==> config.mk <==
export PLATFORM = sky130hd
export DESIGN_NAME = card_number_luhn_classifier_flat
export DESIGN_NICKNAME = d
export VERILOG_FILES = /design/src/rtl/core/cnlc_pkg.sv /design/src/rtl/core/cnlc_in_if.sv /design/src/rtl/core/cnlc_out_if.sv /design/src/rtl/core/cnlc_bin2bcd.sv /design/src/rtl/core/card_number_luhn_classifier.sv /design/src/flat_wrapper.sv
export SDC_FILE = /design/constraint.sdc
export NUM_CORES = 1
export LEC_CHECK = 0
export ABC_CLOCK_PERIOD_IN_PS = 9400
export BUFFER_PORTS_ARGS = -buffer_cell sky130_fd_sc_hd__buf_2
export CAP_MARGIN = 5
export CORE_MARGIN = 2
export CORE_UTILIZATION = 69
export CTS_BUF_LIST = sky130_fd_sc_hd__clkbuf_8
export DETAILED_ROUTE_END_ITERATION = 10
export HOLD_SLACK_MARGIN = 0.15
export MAX_ROUTING_LAYER = met4
export PLACE_DENSITY = 0.89
export SYNTH_ARGS = -nofsm -noshare
export SYNTH_HDL_FRONTEND = slang
export SYNTH_SLANG_ARGS = --single-unit
==> constraint.sdc <==
create_clock -name clk -period 9.4 [get_ports clk]
set_input_delay 1.41 -clock clk [delete_from_list [all_inputs] [get_ports clk]]
set_output_delay 1.41 -clock clk [all_outputs]
set_load 0.1 [all_outputs]
==> src/rtl/core/cnlc_pkg.sv <==
`default_nettype none

package cnlc_pkg;

  // Field widths
  localparam int IN_W    = 54;
  localparam int VERD_W  = 2;
  localparam int CNT_W   = 5;
  localparam int PAIR_W  = 7;

  // Longest accepted number, in decimal digits
  localparam int MAX_DIGITS = 16;

  // BCD holding register: 17 digits cover any 54-bit value
  localparam int BCD_DIGITS = 17;
  localparam int BCD_W      = BCD_DIGITS * 4;

  // Double dabble takes two bits per cycle
  localparam int CONV_STEPS = (IN_W + 1) / 2;
  localparam int PAD_W      = CONV_STEPS * 2;

  typedef logic [IN_W-1:0]   card_t;
  typedef logic [VERD_W-1:0] verdict_t;
  typedef logic [CNT_W-1:0]  count_t;
  typedef logic [PAIR_W-1:0] pair_t;
  typedef logic [BCD_W-1:0]  bcd_t;

  // Verdict codes
  localparam verdict_t VERDICT_INVALID = 2'd0;
  localparam verdict_t VERDICT_A       = 2'd1;
  localparam verdict_t VERDICT_B       = 2'd2;
  localparam verdict_t VERDICT_C       = 2'd3;

  // Issuer prefixes and lengths
  localparam pair_t  PAIR_A_LO  = 7'd34;
  localparam pair_t  PAIR_A_HI  = 7'd37;
  localparam pair_t  PAIR_B_MIN = 7'd51;
  localparam pair_t  PAIR_B_MAX = 7'd55;
  localparam pair_t  PAIR_C_MIN = 7'd40;
  localparam pair_t  PAIR_C_MAX = 7'd49;
  localparam count_t LEN_A      = 5'd15;
  localparam count_t LEN_B      = 5'd16;
  localparam count_t LEN_C_S    = 5'd13;
  localparam count_t LEN_C_L    = 5'd16;

  // Converter handshake towards the sequencer
  typedef struct packed {
    logic busy;
    logic done;
  } conv_stat_t;

endpackage

`default_nettype wire

==> src/rtl/core/cnlc_in_if.sv <==
`default_nettype none

interface cnlc_in_if;
  import cnlc_pkg::*;

  logic  valid;
  logic  ready;
  card_t card_number;

  modport source (output valid, output card_number, input ready);
  modport sink   (input valid, input card_number, output ready);
endinterface

`default_nettype wire

==> src/rtl/core/cnlc_out_if.sv <==
`default_nettype none

interface cnlc_out_if;
  import cnlc_pkg::*;

  logic     valid;
  logic     ready;
  verdict_t verdict;
  logic     checksum_ok;
  count_t   digit_count;
  pair_t    leading_pair;

  modport source (output valid, output verdict, output checksum_ok, output digit_count,
                  output leading_pair, input ready);
  modport sink   (input valid, input verdict, input checksum_ok, input digit_count,
                  input leading_pair, output ready);
endinterface

`default_nettype wire

==> src/rtl/core/cnlc_bin2bcd.sv <==
`default_nettype none

// Iterative double dabble, two input bits per cycle.
module cnlc_bin2bcd (
  input  wire logic                 clk,
  input  wire logic                 rst_n,
  input  wire logic                 start_i,
  input  wire cnlc_pkg::card_t      value_i,
  output cnlc_pkg::conv_stat_t      stat_o,
  output cnlc_pkg::bcd_t            bcd_o
);
  import cnlc_pkg::*;

  localparam int STEP_W = $clog2(CONV_STEPS);

  logic              busy_r, busy_nxt;
  logic              done_r, done_nxt;
  logic [STEP_W-1:0] step_r, step_nxt;
  logic [PAD_W-1:0]  sh_r, sh_nxt;
  bcd_t              bcd_r, bcd_nxt;

  // add-3 correction then shift in one bit
  function automatic bcd_t dabble(input bcd_t b, input logic b_in);
    bcd_t a;
    a = b;
    for (int k = 0; k < BCD_DIGITS; k++) begin
      if (a[4*k +: 4] >= 4'd5) begin
        a[4*k +: 4] = a[4*k +: 4] + 4'd3;
      end
    end
    return {a[BCD_W-2:0], b_in};
  endfunction

  always_comb begin
    busy_nxt = busy_r;
    done_nxt = 1'b0;
    step_nxt = step_r;
    sh_nxt   = sh_r;
    bcd_nxt  = bcd_r;
    if (start_i) begin
      busy_nxt = 1'b1;
      step_nxt = '0;
      sh_nxt   = PAD_W'(value_i);
      bcd_nxt  = '0;
    end else if (busy_r) begin
      bcd_nxt  = dabble(dabble(bcd_r, sh_r[PAD_W-1]), sh_r[PAD_W-2]);
      sh_nxt   = {sh_r[PAD_W-3:0], 2'b00};
      step_nxt = step_r + 1'b1;
      if (step_r == STEP_W'(CONV_STEPS - 1)) begin
        busy_nxt = 1'b0;
        done_nxt = 1'b1;
      end
    end
  end

  always_ff @(posedge clk) begin
    if (!rst_n) begin
      busy_r <= 1'b0;
      done_r <= 1'b0;
      step_r <= '0;
    end else begin
      busy_r <= busy_nxt;
      done_r <= done_nxt;
      step_r <= step_nxt;
    end
    sh_r  <= sh_nxt;
    bcd_r <= bcd_nxt;
  end

  assign stat_o.busy = busy_r;
  assign stat_o.done = done_r;
  assign bcd_o       = bcd_r;

endmodule

`default_nettype wire

==> src/rtl/core/card_number_luhn_classifier.sv <==
// Flow: two-bit-a-cycle double dabble conversion, a copy of the digits, the
//   one-digit-a-cycle Luhn pass, then a finishing step that classifies.
// A new number is accepted only while idle, after the previous one has gone to
//   the output register; the finishing step waits while a result is not taken.
// Reset: synchronous, active low; clears control and valid state, not the datapath.
`default_nettype none

module card_number_luhn_classifier (
  input wire logic clk,
  input wire logic rst_n,
  cnlc_in_if.sink    in_ch,
  cnlc_out_if.source out_ch
);
  import cnlc_pkg::*;

  localparam int IDX_W = $clog2(BCD_DIGITS);

  // Sequencer states
  localparam logic [1:0] ST_IDLE = 2'd0;  // waiting for a number
  localparam logic [1:0] ST_CONV = 2'd1;  // binary to BCD running
  localparam logic [1:0] ST_DIGS = 2'd2;  // one digit per cycle, least significant first
  localparam logic [1:0] ST_FIN  = 2'd3;  // classify, hand to output register

  logic [1:0] state_r, state_nxt;

  logic       in_xfer;
  conv_stat_t conv_stat;
  bcd_t       conv_bcd;

  // Digit pass working registers
  bcd_t             dig_sh_r, dig_sh_nxt;
  logic [IDX_W-1:0] idx_r, idx_nxt;
  logic [3:0]       sum_r, sum_nxt;   // running Luhn sum, kept mod 10
  count_t           cnt_r, cnt_nxt;
  pair_t            pair_r, pair_nxt;
  logic [3:0]       prev_r, prev_nxt; // digit below the current one

  // Output register
  logic     out_valid_r, out_valid_nxt;
  verdict_t verdict_r, verdict_nxt;
  logic     ok_r, ok_nxt;
  count_t   count_out_r, count_out_nxt;
  pair_t    pair_out_r, pair_out_nxt;

  // Per-digit signals
  logic [3:0] dig;
  logic [4:0] dbl;
  logic [4:0] luhn_add;
  logic [4:0] sum_raw;

  // Finishing signals
  logic   out_free;
  count_t cnt_fix;
  logic   fin_ok;
  verdict_t fin_verdict;

  assign in_xfer     = in_ch.valid && in_ch.ready;
  assign in_ch.ready = (state_r == ST_IDLE);
  assign out_free    = !out_valid_r || out_ch.ready;

  cnlc_bin2bcd u_conv (
    .clk     (clk),
    .rst_n   (rst_n),
    .start_i (in_xfer),
    .value_i (in_ch.card_number),
    .stat_o  (conv_stat),
    .bcd_o   (conv_bcd)
  );

  // Luhn contribution of the current digit: odd positions are doubled,
  // a doubled value above nine folds back by subtracting nine.
  always_comb begin
    dig = dig_sh_r[3:0];
    dbl = {dig, 1'b0};
    if (dbl > 5'd9) begin
      dbl = dbl - 5'd9;
    end
    luhn_add = idx_r[0] ? dbl : {1'b0, dig};
    sum_raw  = {1'b0, sum_r} + luhn_add;
  end

  // Classification from the finished digit pass
  always_comb begin
    cnt_fix     = (cnt_r == 5'd1) ? 5'd2 : cnt_r;
    fin_ok      = (sum_r == 4'd0);
    fin_verdict = VERDICT_INVALID;
    if (fin_ok) begin
      if ((pair_r inside {PAIR_A_LO, PAIR_A_HI}) && cnt_fix == LEN_A) begin
        fin_verdict = VERDICT_A;
      end else if ((pair_r inside {[PAIR_B_MIN:PAIR_B_MAX]}) && cnt_fix == LEN_B) begin
        fin_verdict = VERDICT_B;
      end else if ((pair_r inside {[PAIR_C_MIN:PAIR_C_MAX]}) &&
                   (cnt_fix == LEN_C_S || cnt_fix == LEN_C_L)) begin
        fin_verdict = VERDICT_C;
      end
    end
  end

  always_comb begin
    state_nxt     = state_r;
    dig_sh_nxt    = dig_sh_r;
    idx_nxt       = idx_r;
    sum_nxt       = sum_r;
    cnt_nxt       = cnt_r;
    pair_nxt      = pair_r;
    prev_nxt      = prev_r;
    out_valid_nxt = out_valid_r;
    verdict_nxt   = verdict_r;
    ok_nxt        = ok_r;
    count_out_nxt = count_out_r;
    pair_out_nxt  = pair_out_r;

    if (out_valid_r && out_ch.ready) begin
      out_valid_nxt = 1'b0;
    end

    case (state_r)
      ST_IDLE: begin
        if (in_xfer) begin
          state_nxt = ST_CONV;
        end
      end
      ST_CONV: begin
        // converter finished: take its digits and clear the accumulators
        if (conv_stat.done) begin
          dig_sh_nxt = conv_bcd;
          idx_nxt    = '0;
          sum_nxt    = '0;
          cnt_nxt    = '0;
          pair_nxt   = '0;
          prev_nxt   = '0;
          state_nxt  = ST_DIGS;
        end
      end
      ST_DIGS: begin
        sum_nxt = (sum_raw >= 5'd10) ? 4'(sum_raw - 5'd10) : sum_raw[3:0];
        // the highest nonzero digit seen so far sets count and leading pair
        if (dig != 4'd0) begin
          cnt_nxt = CNT_W'(idx_r) + 1'b1;
          if (idx_r == '0) begin
            pair_nxt = PAIR_W'(dig);
          end else begin
            pair_nxt = PAIR_W'({dig, 3'b000}) + PAIR_W'({dig, 1'b0}) + PAIR_W'(prev_r);
          end
        end
        prev_nxt   = dig;
        dig_sh_nxt = {4'd0, dig_sh_r[BCD_W-1:4]};
        idx_nxt    = idx_r + 1'b1;
        if (idx_r == IDX_W'(BCD_DIGITS - 1)) begin
          state_nxt = ST_FIN;
        end
      end
      ST_FIN: begin
        if (out_free) begin
          out_valid_nxt = 1'b1;
          if (cnt_r > CNT_W'(MAX_DIGITS)) begin
            // too long for a card: all-zero result
            verdict_nxt   = VERDICT_INVALID;
            ok_nxt        = 1'b0;
            count_out_nxt = '0;
            pair_out_nxt  = '0;
          end else begin
            verdict_nxt   = fin_verdict;
            ok_nxt        = fin_ok;
            count_out_nxt = cnt_fix;
            pair_out_nxt  = pair_r;
          end
          state_nxt = ST_IDLE;
        end
      end
      default: begin
        state_nxt = ST_IDLE;
      end
    endcase
  end

  always_ff @(posedge clk) begin
    if (!rst_n) begin
      state_r     <= ST_IDLE;
      out_valid_r <= 1'b0;
      idx_r       <= '0;
    end else begin
      state_r     <= state_nxt;
      out_valid_r <= out_valid_nxt;
      idx_r       <= idx_nxt;
    end
    dig_sh_r    <= dig_sh_nxt;
    sum_r       <= sum_nxt;
    cnt_r       <= cnt_nxt;
    pair_r      <= pair_nxt;
    prev_r      <= prev_nxt;
    verdict_r   <= verdict_nxt;
    ok_r        <= ok_nxt;
    count_out_r <= count_out_nxt;
    pair_out_r  <= pair_out_nxt;
  end

  assign out_ch.valid        = out_valid_r;
  assign out_ch.verdict      = verdict_r;
  assign out_ch.checksum_ok  = ok_r;
  assign out_ch.digit_count  = count_out_r;
  assign out_ch.leading_pair = pair_out_r;

  // An input transfer always starts the converter on the next cycle
  a_xfer_starts_conv: assert property (@(posedge clk) disable iff (!rst_n)
    in_xfer |=> (state_r == ST_CONV && conv_stat.busy))
    else $error("input transfer did not start conversion");

  // Converter completion is only seen while the sequencer waits for it
  a_done_in_conv: assert property (@(posedge clk) disable iff (!rst_n)
    conv_stat.done |-> state_r == ST_CONV)
    else $error("converter done outside conversion state");

  // A class verdict implies a passing checksum
  a_verdict_ok: assert property (@(posedge clk) disable iff (!rst_n)
    out_valid_r |-> (verdict_r == VERDICT_INVALID || ok_r))
    else $error("class verdict with failing checksum");

  // One-digit numbers are reported with a count of two
  a_no_count_one: assert property (@(posedge clk) disable iff (!rst_n)
    out_valid_r |-> count_out_r != 5'd1)
    else $error("digit count of one reported");

endmodule

`default_nettype wire
==> src/flat_wrapper.sv <==
// flat-port wrapper written by rule: the top's interface ports become plain ports
module card_number_luhn_classifier_flat import cnlc_pkg::*;
  (clk, rst_n, in_ch_valid, in_ch_card_number, in_ch_ready, out_ch_valid, out_ch_verdict, out_ch_checksum_ok, out_ch_digit_count, out_ch_leading_pair, out_ch_ready);
  cnlc_in_if in_ch_i ();
  cnlc_out_if out_ch_i ();
  input wire logic clk;
  input wire logic rst_n;
  input wire logic [$bits(in_ch_i.valid)-1:0] in_ch_valid;
  input wire logic [$bits(in_ch_i.card_number)-1:0] in_ch_card_number;
  output wire logic [$bits(in_ch_i.ready)-1:0] in_ch_ready;
  output wire logic [$bits(out_ch_i.valid)-1:0] out_ch_valid;
  output wire logic [$bits(out_ch_i.verdict)-1:0] out_ch_verdict;
  output wire logic [$bits(out_ch_i.checksum_ok)-1:0] out_ch_checksum_ok;
  output wire logic [$bits(out_ch_i.digit_count)-1:0] out_ch_digit_count;
  output wire logic [$bits(out_ch_i.leading_pair)-1:0] out_ch_leading_pair;
  input wire logic [$bits(out_ch_i.ready)-1:0] out_ch_ready;
  assign in_ch_i.valid = in_ch_valid;
  assign in_ch_i.card_number = in_ch_card_number;
  assign in_ch_ready = in_ch_i.ready;
  assign out_ch_valid = out_ch_i.valid;
  assign out_ch_verdict = out_ch_i.verdict;
  assign out_ch_checksum_ok = out_ch_i.checksum_ok;
  assign out_ch_digit_count = out_ch_i.digit_count;
  assign out_ch_leading_pair = out_ch_i.leading_pair;
  assign out_ch_i.ready = out_ch_ready;
  card_number_luhn_classifier u_core (.clk(clk), .rst_n(rst_n), .in_ch(in_ch_i), .out_ch(out_ch_i));
endmodule
## Yosys cells after proc, flatten, opt, wreduce, memory -nomap -nowiden

Index checks and enable logic that the tools add are counted.

- Mux-type cells: 102
- Magnitude comparators: 41
- $add $sub $neg: 41
- Bitwise operators: 3
- Reduce and logical (&&, ||, !) cells: 25
- Equal/unequal tests: 16

Operator list:

| cell | number |
|---|---|
| $mux W4 | 66 |
| $ge A4 B3 Y1 const B | 34 |
| $pmux W68 S2 | 1 |
| $add A4 B2 Y4 const B | 32 |
| $mux W54 | 2 |
| $mux W68 | 1 |
| $mux W5 | 5 |
| $mux W7 | 3 |
| $pmux W5 S2 | 2 |
| $pmux W4 S2 | 2 |
| $eq A5 B5 Y1 const B | 3 |
| $eq A7 B6 Y1 const B | 2 |
| $ge A7 B6 Y1 const B | 2 |
| $le A7 B6 Y1 const B | 2 |
| $pmux W7 S2 | 1 |
| $mux W2 | 6 |
| $mux W3 | 4 |
| $add A5 B1 Y5 const B | 2 |
| $eq A5 B4 Y1 const B | 2 |
| $mux W1 | 8 |
| $pmux W2 S4 | 1 |
| $add A7 B4 Y7 | 1 |
| $add A7 B5 Y7 | 1 |
| $logic_and A1 B1 Y1 | 7 |
| other kinds (25) | 38 |

- Word-level logic and storage cells: 246
- Input port bits: 58
- Register bits: 240
- Output and inout bits: 17

## Longest topological paths before layout

- Depth after elaboration: 8
- Mapped depth: 14
- Depth with buffers taken out: 14

## Modules after synthesis

Synthesis repeated with hierarchy kept, for this count alone.

- Cells, all modules: 1,177
- Area, all modules: 13,237.7 um^2

Modules (own cells, without submodules):

| module | area each (um^2) | cells an instance | seq. area each (um^2) | instances |
|---|---|---|---|---|
| cnlc_bin2bcd | 7,955.1 | 809 | 3,123.0 | 1 |
| card_number_luhn_classifier | 5,282.6 | 368 | 3,253.1 | 1 |

## Worst setup path after synthesis

OpenSTA, ideal clock, no wires.

- Path type: input to register
- Start point: in in_ch_valid
- End point: reg u_core.u_conv.bcd_r[4], in the netlist u_core.u_conv.bcd_o[4]
- Required time: 9,273 ps
- Stages: 6
- Path buffers: 1
- Setup slack: 5,941 ps
- Setup time: 127 ps
- Data arrival time: 3,332 ps
- Cells stage by stage: and2_1 > clkbuf_1 > nor2_1 > inv_1 > o32a_1 > nand3_1

- Word-level cells in the longest chain between the ends: 1

RTL lines:

| element | RTL line | source |
|---|---|---|
| from (decl) | flat_wrapper.sv:8 | `input wire logic [$bits(in_ch_i.valid)-1:0] in_ch_valid;` |
| $logic_and A1 B1 Y1 | card_number_luhn_classifier.sv:57 | `assign in_xfer = in_ch.valid && in_ch.ready;` |
| to (signal assigned) | cnlc_bin2bcd.sv:67 | `bcd_r <= bcd_nxt;` |
| to (decl) | cnlc_bin2bcd.sv:20 | `bcd_t bcd_r, bcd_nxt;` |

No other way between the ends.
A chain may end at the register's enable or synchronous reset.

## Worst setup path after layout

- Start point: reg u_core.dig_sh_r[0]
- End point: reg u_core.sum_r[3] (data pin)

- Word-level cells in the longest chain between the ends: 7
- Elaborated cells between the ends (all ways): 9
- Classes of those cells: 3 x add/sub; 2 x order compare; 4 x mux

RTL lines:

| element | RTL line | source |
|---|---|---|
| from (decl) | card_number_luhn_classifier.sv:31 | `bcd_t dig_sh_r, dig_sh_nxt;` |
| from (signal assigned) | card_number_luhn_classifier.sv:187 | `dig_sh_r <= dig_sh_nxt;` |
| $sub A5 B4 Y5 or $gt A5 B4 Y1 (tied branches) | card_number_luhn_classifier.sv:76, card_number_luhn_classifier.sv:75 |  |
| $mux W5 | card_number_luhn_classifier.sv:75 | `if (dbl > 5'd9) begin` |
| $mux W5 (*) | card_number_luhn_classifier.sv:78 | `luhn_add = idx_r[0] ? dbl : {1'b0, dig};` |
| $add A4 B5 Y5 (*) | card_number_luhn_classifier.sv:79 | `sum_raw = {1'b0, sum_r} + luhn_add;` |
| $sub A4 B4 Y4 or $ge A5 B4 Y1 (tied branches) | card_number_luhn_classifier.sv:136 | `sum_nxt = (sum_raw >= 5'd10) ? 4'(sum_raw - 5'd10) : sum_raw[3:0];` |
| $mux W4 (*) | card_number_luhn_classifier.sv:136 |  |
| $pmux W4 S2 (*) | card_number_luhn_classifier.sv:117 | `case (state_r)` |
| to (signal assigned) | card_number_luhn_classifier.sv:188 | `sum_r <= sum_nxt;` |
| to (decl) | card_number_luhn_classifier.sv:33 | `logic [3:0] sum_r, sum_nxt;` |

Mark *: on every way between the ends. The rest lies on a longest branch, timed or not.

==> impl_metrics.sql <==
INSERT INTO impl_metrics (metric_group, metric, value, unit) VALUES
('outcome', 'status', 'finished, final reports clean', ''),
('floorplanning', 'initial_util', '0.703', ''),
('placed_design', 'port-buffer-count', '74', ''),
('grt', 'grt_overflow_total', '0', ''),
('worst_hold_path', 'holdCritPathClass', 'reg -> reg', ''),
('floorplanning', 'die_height', '145', 'microns'),
('sta', 'final.min_clock_period', '3.38', 'ns'),
('synth', 'postSynth.topFlopCell', 'sky130_fd_sc_hd__edfxtp_1', ''),
('floorplanning', 'floorplan.die_area', '0.0209', 'sq mm'),
('cells_and_area', 'filler_cell_count', '1292', ''),
('detailed_routing', 'drtIter0Drc', '891', ''),
('grt', 'grt_first_pass_wirelength', '46400', 'microns'),
('setup_path', 'worstReg2RegEnd', 'u_core.sum_r[3]', ''),
('cts', 'clk_path_buf_depth', '3', ''),
('grt', 'grt_antenna_before_repair', '0', ''),
('cts', 'post_cts_buffers', '0', ''),
('power', 'switching_fraction', '0.425', ''),
('setup_path', 'critical_path.cell_chain', 'inv_1, ha_1, nor2b_1, nor2_1, xnor2_1, mux2i_1, fa_1, xnor2_1, inv_1, ha_1, or4_1, a21boi_1', ''),
('synth', 'yosys_register_bits', '240', ''),
('detailed_routing', 'via_per_inst', '5.92', ''),
('cts', 'tritoncts', 'yes', ''),
('power', 'peakVddDrop', '213', 'uV'),
('synth', 'synth.distinct_cells', '56', ''),
('power', 'clockPowerShare', '0.159', ''),
('synth', 'postSynthCellCount', '1454', ''),
('flow_run', 'drv_cap', '0', ''),
('detailed_routing', 'drc', '0', ''),
('worst_hold_path', 'hold_path_startpoint', 'u_core.u_conv.sh_r[46]', ''),
('cells_and_area', 'nNetsFinal', '1661', ''),
('cts', 'clock_pin_transition_on_the_worst_setup_and_hold_timing_paths', '0.06', 'ns'),
('cells_and_area', 'final-seq-area', '0.00638', 'sq mm'),
('synth', 'synth.top_cell.area_share', '0.346', ''),
('synth', 'synth_seq_area_share', '0.468', ''),
('cells_and_area', 'multi_input_comb_area', '0.00674', 'sq mm'),
('cts', 'clk_root_buffer_cell', 'sky130_fd_sc_hd__clkbuf_8', ''),
('cts', 'numCtsBuffers', '41', ''),
('cts', 'cts.sink_count', '240', ''),
('setup_path', 'timing.setup.critical_path_class', 'reg -> reg', ''),
('floorplanning', 'die_w', '145', 'microns'),
('setup_path', 'timing.rr.start', 'u_core.dig_sh_r[0]', ''),
('setup_path', 'worst-endpoint-required', '9.80', 'ns'),
('power', 'powerDensity', '386', 'mW/mm^2'),
('floorplanning', 'io_pins', '75', ''),
('placed_design', 'finalWeightedCongestion', '0.859', ''),
('setup_path', 'critical_path.max_fanout', '9', ''),
('synth', 'synth_nets', '1604', ''),
('sta', 'timing_worst_slew_pin_value', '1.18', 'ns'),
('grt', 'grt_start_max_net_pins', '102', ''),
('worst_hold_path', 'min_delay_path_depth', '2', ''),
('synth', 'synthesis.area_per_instance', '9.38', 'sq um'),
('cells_and_area', 'post_route_cells_drive_above_1_share', '0.126', ''),
('cts', 'htreeDepth', '2', ''),
('sta', 'grt_setup_unrepaired', 'no', ''),
('sta', 'final-max-slew-violation-count', '0', ''),
('detailed_routing', 'wl_per_cell', '15.9', 'microns'),
('synth', 'mappedNetlistArea', '0.0136', 'sq mm'),
('setup_path', 'worst_r2r_path_depth', '12', ''),
('placed_design', 'dp_hpwl', '18700', 'microns'),
('cells_and_area', 'n_antenna_cell', '0', ''),
('detailed_routing', 'drt-pass1-iter-count', '5', ''),
('power', 'sequentialPowerShare', '0.364', ''),
('sta', 'max-slew-margin-rel', '0.209', ''),
('power', 'p_sw', '2.45', 'mW'),
('synth', 'synth_async_sr_flop_share', '0', ''),
('power', 'cellLeakagePower', '6.16', 'nW'),
('detailed_routing', 'routed-via-count', '10704', ''),
('cells_and_area', 'share_of_the_core_filled_with_cells', '0.772', ''),
('cells_and_area', 'synthToLayoutAreaGrowth', '9.81', '%'),
('synth', 'synth.yosys.warnings', '0', ''),
('sta', 'number_of_hold_violations_in_the_final_report', '0', ''),
('grt', 'grt_util_all_layers', '0.281', '');
==> sequential cells by signal, summed over array words and instances, names as in the netlist <==
signal	cells
u_core.state_r	2
u_core.u_conv.sh_r	54
u_core.dig_sh_r	68
u_core.idx_r	5
u_core.cnt_r	5
u_core.pair_r	7
u_core.sum_r	4
u_core.u_conv.bcd_o	68
u_core.u_conv.done_r	1
u_core.out_ch.checksum_ok	1
u_core.out_ch.valid	1
u_core.u_conv.busy_r	1
u_core.out_ch.verdict	2
u_core.out_ch.leading_pair	7
u_core.u_conv.step_r	5
u_core.prev_r	4
u_core.out_ch.digit_count	5
==> cells in the mapped netlist, drive strengths merged, types with 22 or more instances <==
cell type,n
clkbuf,64
a211oi,35
nand2,267
inv,74
nand2b,24
mux2i,23
nand3,28
nor2,78
a21oi,95
edfxtp,157
mux2,33
dfxtp,83
ha,89
xnor2,22
nor2b,38
o21ai,110
nor3,26
==> worst max-delay path by stage <==
| stage | from | to | slack (ns) | cells after the start |
|---|---|---|---|---|
| 2_1_floorplan | in_ch_valid | u_core.u_conv.bcd_o[4] | 5.94 | 6 |
| 3_3_place_gp | in_ch_valid | u_core.u_conv.bcd_o[4] | 5.61 | 7 |
| 3_5_place_dp | in_ch_valid | u_core.u_conv.bcd_o[4] | 5.58 | 7 |
| 4_1_cts | u_core.dig_sh_r[0] | u_core.sum_r[3] | 6.02 | 12 |
| 5_1_grt | u_core.dig_sh_r[0] | u_core.sum_r[3] | 5.76 | 13 |
| 6_report | u_core.dig_sh_r[0] | u_core.sum_r[3] | 6.02 | 12 |
==> metal layers <==
metal	share of wire	vias up	global-route usage
li1	-	5248	-
met1	0.43	5118	0.353
met2	0.50	282	0.464
met3	0.046	56	0.0424
met4	0.023	0	0.102
met5	0	-	-
==> worst max-delay path, delay by kind of cell, from the launching register on <==
kind / cells / cell delay [ns]
adders and majority gates: 3 / 0.97
buffers and inverters: 2 / 0.16
xor gates and xnor gates: 2 / 0.49
DFF: 1 / 0.53
and+or+nand+nor: 3 / 0.78
muxes: 1 / 0.16
AOI/OAI and AO/OA: 1 / 0.13
==> cells by family (layout without fill, tap and decap cells) <==
logic type | count (synthesis) | count (layout) | share of synthesized area
AOI/OAI and AO/OA | 331 | 331 | 0.147
xor gates and xnor gates | 42 | 42 | 0.0270
adders and majority gates | 92 | 92 | 0.0861
buffers and inverters | 143 | 232 | 0.0394
DFF | 240 | 240 | 0.468
muxes | 56 | 56 | 0.0441
and+or+nand+nor | 550 | 550 | 0.189
==> power by group through the flow <==
stage / Combinational, mW / Clock (mW) / Sequential, mW
5_1_grt: 3.09 / 0.971 / 2.16
6_report: 2.75 / 0.917 / 2.10
3_3_place_gp: 2.56 / 0 / 2.08
3_5_place_dp: 2.70 / 0 / 2.11
4_1_cts: 2.74 / 0.926 / 2.09
2_1_floorplan: 2.19 / 0 / 2.00
==> per-stage QoR <==
step           area, sq um  hold slack (ns)  setup slack, ns  power (mW)  std cells
2_1_floorplan        13600            0.456             5.94        4.19       1454
3_3_place_gp         14200            0.483             5.61        4.64       1732
3_5_place_dp         14200            0.479             5.58        4.81       1732
4_1_cts              15000            0.504             6.02        5.76       1807
5_1_grt              15000            0.529             5.76        6.22       1808
6_report             15000            0.508             6.02        5.77       1808
==> area by class of cell <==
class / count / share of cell area
clock buffers: 51 / 0.0469
flip-flops and latches: 240 / 0.426
repair buffers: 82 / 0.0287
well taps: 265 / 0.0221
multi-input cells: 1071 / 0.450
inverters: 75 / 0.0188
clock inverters: 24 / 0.00727
==> cell usage in the layout (no fill, tap or decap), types with 38 or more instances in the layout <==
cell	instances
sky130_fd_sc_hd__edfxtp_1	157
sky130_fd_sc_hd__o21ai_0	109
sky130_fd_sc_hd__clkbuf_8	51
sky130_fd_sc_hd__buf_2	74
sky130_fd_sc_hd__nand2_1	266
sky130_fd_sc_hd__dfxtp_1	82
sky130_fd_sc_hd__nor2b_1	38
sky130_fd_sc_hd__a21oi_1	94
sky130_fd_sc_hd__ha_1	88
sky130_fd_sc_hd__inv_1	90
sky130_fd_sc_hd__nor2_1	78
Power figures use the tool's default switching activity.
